===== src/sv/matrix3_inverse_macros.svh =====
// Assertion macros used by the matrix inverse top level.
`ifndef MATRIX3_INVERSE_MACROS_SVH
`define MATRIX3_INVERSE_MACROS_SVH

`ifndef SYNTHESIS
// Same-cycle implication checked at every rising clock edge outside reset.
`define MI3_ASSERT_IMPL(label, clk, rst_n, ante, cons) \
    label: assert property (@(posedge clk) disable iff (!rst_n) (ante) |-> (cons)) \
        else $error("matrix3_inverse assertion failed");
// Next-cycle implication checked at every rising clock edge outside reset.
`define MI3_ASSERT_NEXT(label, clk, rst_n, ante, cons) \
    label: assert property (@(posedge clk) disable iff (!rst_n) (ante) |=> (cons)) \
        else $error("matrix3_inverse assertion failed");
`else
`define MI3_ASSERT_IMPL(label, clk, rst_n, ante, cons)
`define MI3_ASSERT_NEXT(label, clk, rst_n, ante, cons)
`endif

`endif


===== src/sv/mi3_pkg.sv =====
// Shared widths, the adjugate index table and queue types for the matrix inverse.
`default_nettype none
package mi3_pkg;

    localparam int DATA_WIDTH = 32;
    localparam int FRAC_BITS  = 16;
    localparam int N_ENT      = 9;

    // Exact intermediate widths.
    localparam int PROD_W = 2 * DATA_WIDTH;
    localparam int ADJ_W  = 2 * DATA_WIDTH + 1;
    localparam int HI_W   = ADJ_W - DATA_WIDTH;
    localparam int PP_W   = DATA_WIDTH + HI_W;
    localparam int DET_W  = 3 * DATA_WIDTH + 3;

    // Divider widths: one extra quotient bit flags any quotient of 2^DATA_WIDTH or more.
    localparam int Q_W     = DATA_WIDTH + 1;
    localparam int REM_W   = DET_W + DATA_WIDTH;
    localparam int SHIFT_N = 2 * FRAC_BITS;
    localparam int STAGES  = Q_W + 1;

    localparam int FIFO_DEPTH = 4;
    localparam int FIFO_AW    = $clog2(FIFO_DEPTH);

    // Adjugate entry k is m[i]*m[j] - m[p]*m[q], with the indices {i, j, p, q} below.
    localparam int ADJ_IDX [N_ENT][4] = '{
        '{4, 8, 5, 7}, '{2, 7, 1, 8}, '{1, 5, 2, 4},
        '{5, 6, 3, 8}, '{0, 8, 2, 6}, '{2, 3, 0, 5},
        '{3, 7, 4, 6}, '{1, 6, 0, 7}, '{0, 4, 1, 3}
    };

    // One classified word passed from the front end to the divider.
    typedef struct packed {
        logic [N_ENT-1:0][ADJ_W-1:0] adj;
        logic [DET_W-1:0]            det;
        logic                        singular;
    } work_t;

    // Queue status seen by both sides.
    typedef struct packed {
        logic full;
        logic empty;
    } fifo_stat_t;

endpackage
`default_nettype wire


===== src/sv/mi3_fifo.sv =====
// Short queue between the front end and the divider.
`default_nettype none
module mi3_fifo (
    input  logic                clk,
    input  logic                rst_n,
    input  logic                push,
    input  mi3_pkg::work_t      wdata,
    input  logic                pop,
    output mi3_pkg::work_t      rdata,
    output mi3_pkg::fifo_stat_t stat
);
    localparam int AW    = mi3_pkg::FIFO_AW;
    localparam int DEPTH = mi3_pkg::FIFO_DEPTH;

    mi3_pkg::work_t mem_reg [DEPTH];
    logic [AW-1:0]  wr_ptr_reg;
    logic [AW-1:0]  rd_ptr_reg;
    logic [AW:0]    count_reg;

    assign stat.full  = (count_reg == (AW+1)'(DEPTH));
    assign stat.empty = (count_reg == '0);
    assign rdata      = mem_reg[rd_ptr_reg];

    // Pointers and fill count.
    always_ff @(posedge clk or negedge rst_n)
    begin
        if (!rst_n)
        begin
            wr_ptr_reg <= '0;
            rd_ptr_reg <= '0;
            count_reg  <= '0;
        end
        else
        begin
            if (push)
            begin
                wr_ptr_reg <= wr_ptr_reg + AW'(1);
            end
            if (pop)
            begin
                rd_ptr_reg <= rd_ptr_reg + AW'(1);
            end
            if (push && !pop)
            begin
                count_reg <= count_reg + (AW+1)'(1);
            end
            else if (pop && !push)
            begin
                count_reg <= count_reg - (AW+1)'(1);
            end
        end
    end

    // Storage.
    always_ff @(posedge clk)
    begin
        if (push)
        begin
            mem_reg[wr_ptr_reg] <= wdata;
        end
    end

endmodule
`default_nettype wire


===== config.mk =====
export PLATFORM = sky130hd
export DESIGN_NAME = mi3_fifo
export DESIGN_NICKNAME = d
export VERILOG_FILES = /design/src/sv/matrix3_inverse_macros.svh /design/src/sv/mi3_pkg.sv /design/src/sv/mi3_fifo.sv
export SDC_FILE = /design/constraint.sdc
export NUM_CORES = 2
export LEC_CHECK = 0
export BUFFER_PORTS_ARGS = -buffer_cell sky130_fd_sc_hd__buf_2
export CAP_MARGIN = 10
export CORE_AREA = 5 5 533 535
export CTS_CLUSTER_DIAMETER = 120
export CTS_CLUSTER_SIZE = 30
export DETAILED_ROUTE_END_ITERATION = 12
export DIE_AREA = 0 0 538 540
export HOLD_SLACK_MARGIN = 0.03
export PLACE_DENSITY = 0.59
export SLEW_MARGIN = 20
export SYNTH_ARGS = -nofsm -noshare
export SYNTH_HDL_FRONTEND = slang
export SYNTH_SLANG_ARGS = --single-unit

===== constraint.sdc =====
create_clock -name clk -period 28.1 [get_ports clk]
set_input_delay 5.62 -clock clk [delete_from_list [all_inputs] [get_ports clk]]
set_output_delay 5.62 -clock clk [all_outputs]
set_load 0.05 [all_outputs]

==> run metrics <==
status=completed; hold_buf cts=0; largest net degree at the start of global routing=138; Layout fillers=24,315; fin. max-slew vios=0; power per cell area=117 nW/µm²; Tcrit/Tclk final=0.443; total CTS buffers=104; starting density of the core=0.356; overall routing resource usage=0.170; CP Launch Type=flip-flop; cells on worst reg2reg path=8; die area=291,000 µm²; DR vias/cell=5.10; die height=540 µm; reg2reg setup slack=21,790 ps; HPWL Detailed=178,000 µm; crit path DAT=6830 ps; clock sink count=2,747; Area growth syn-to-layout=14.4%; skew final=55.1 ps; max-cap violation count=0; crit path time final=12,450 ps; Die W=538 µm; register bit total from synthesis=2,747; Largest stage delay, worst path=800 ps; final global-route overflow total=0; sequential share of the synthesized area=0.831; Final Setup Violations=0; Crit path top cell by count=buf_4; CP Capture Type=output port; PortBufs=1,375; syn nets=4,307; relative slew slack=0.276; GP Congestion=0.804; H-tree Lvls=3; placed cells=8,624; cell area after synthesis=99,200 µm²; max reg flops=2,740; Worst-path clk slew=110 ps; DR pass1 iterations=5; Worst Path Required=22,480 ps; routed vias=45,097; RSZ-0062 raised after global routing=false; WL/cell=29.0 µm; CTS resizes=0; Slew @ Worst Pin=1090 ps; Rows=194; insertion delay to the later sink of the worst-skew pair=770 ps; nets=5,701; CTS tree=built; Post-Layout Cell Count=8,836; CTS max path bufs=3; I/O Pins=1,376; fraction of layout cells with a size suffix above 1=0.448; # DRC=0; Mapped Cells=3,612; kind of critical path=reg2out; # Post-CTS Setup Buffers=0; Placeable Area=278,000 µm²; Cells on Worst Hold Path=1; post-synth cell types=20; 1st-iter DRT viols=4,077; slowest CP cell=buf_4; clock root buffer=clkbuf_16; CP Cell Sequence=buf_12 -> buf_4 -> buf_4 -> buf_4 -> buf_4 -> buf_4 -> mux4_2 -> buf_2; drt total wl=256,000 µm; kind of path behind the tightest hold check=reg2reg; Final Hold Viols=0; leakage=36.9 nW; Syn. warnings=0; antenna violations before repair=234; crit-path max FO=86; maximum vdd drop=0.0000923 V; first-pass GRT wire length=355,000 µm; syn_area_per_cell=27.5 µm²; vias in the first global route=45,656; Max Clock Freq=0.0803 GHz; setup_tns=0 ps; antenna viol nets, final=0
==> kinds of logic after synthesis <==
kind of cell,share of synthesized area
simple gates,0.000492
fa+ha+maj,0.000833
flops,0.831
buf+inv,0.0111
mux,0.156
xor+xnor,0.000530
compound gates,0.0000504
==> cells in the final DEF (no fill, tap or decap), types with 2 or more instances in the layout <==
master,instances
inv_6,3
nand2_1,2
inv_8,2
dfrtp_1,5
ha_1,5
buf_2,1375
buf_4,53
diode_2,80
mux4_2,685
buf_12,13
clkbuf_16,106
dfrtp_4,2
clkbuf_1,13
edfxtp_1,2740
and2_4,4
clkinv_16,6
xnor2_1,2
inv_1,4
xor2_1,4
==> worst max-delay path: cells and delay by family (launching register included) <==
| family | cells | cell delay, ps |
|---|---|---|
| buffers and inverters | 7 | 4340 |
| DFF | 1 | 710 |
| muxes | 1 | 630 |
==> layer usage <==
metal / part of all wire / vias up / track usage
li1: - / 18515 / -
met5: 0.0029 / - / 0
met2: 0.49 / 1779 / 0.286
met1: 0.37 / 24133 / 0.210
met3: 0.11 / 556 / 0.0656
met4: 0.027 / 114 / 0.0355
==> area by class of cell <==
type                            count  area [µm²]  area share
Antenna cell                       80         200     0.00176
Clock inverter                     13         256     0.00226
Sequential cell                  2747       82500       0.727
Multi-Input combinational cell    708       15600       0.138
Timing Repair Buffer             1441        7540      0.0664
Tap cell                         3724        4660      0.0411
Inverter                            4        15.0    0.000132
Clock buffer                      119        2700      0.0238
==> through the flow <==
step | utilization | hold slack [ps] | power, mW | setup WS (ps) | area, µm²
final | 0.408 | 502 | 13.3 | 15650 | 113000
after global routing | 0.407 | 511 | 13.8 | 14760 | 113000
after CTS | 0.407 | 502 | 13.5 | 15180 | 113000
after detailed placement | 0.396 | 481 | 11.6 | 16130 | 110000
after global placement | 0.396 | 474 | 11.6 | 16150 | 110000
after floorplan | - | 456 | 10.5 | 5990 | 99200
==> Yosys cell counts <==
cell type	n	share of area
mux2_2	1	0.00011
clkbuf_1	13	0.00049
mux4_2	685	0.16
ha_1	5	0.00063
buf_6	49	0.0056
buf_2	40	0.0020
o21ai_0	1	0.000050
and2_1	4	0.00025
inv_1	4	0.00015
buf_1	27	0.0010
nor3b_1	1	0.000076
nor3_1	1	0.000050
edfxtp_1	2740	0.83
xor2_1	4	0.00035
nand2_1	2	0.000076
buf_4	24	0.0018
dfrtp_1	7	0.0018
xnor2_1	2	0.00018
nor2_1	1	0.000038
fa_1	1	0.00020
==> report_power, final <==
group	internal (mW)	switching (mW)	leakage (nW)
clock	0.704	1.18	1.43
sequential	5.34	0.160	25.2
combinational	1.54	4.33	10.3
total	7.59	5.67	36.9
==> worst paths after layout <==
check	from	endpoint
min	count_reg[2]$_DFFE_PN0P_	count_reg[2]$_DFFE_PN0P_
max	rd_ptr_reg[0]$_DFFE_PN0P_	rdata[621]
min in group asynchronous	rst_n	wr_ptr_reg[0]$_DFFE_PN0P_
min reg2reg	count_reg[2]$_DFFE_PN0P_	count_reg[2]$_DFFE_PN0P_
max in group asynchronous	rst_n	rd_ptr_reg[0]$_DFFE_PN0P_
max reg2reg	wr_ptr_reg[0]$_DFFE_PN0P_	mem_reg[3][561]$_DFFE_PP_
(Power assumes the default switching activity.)
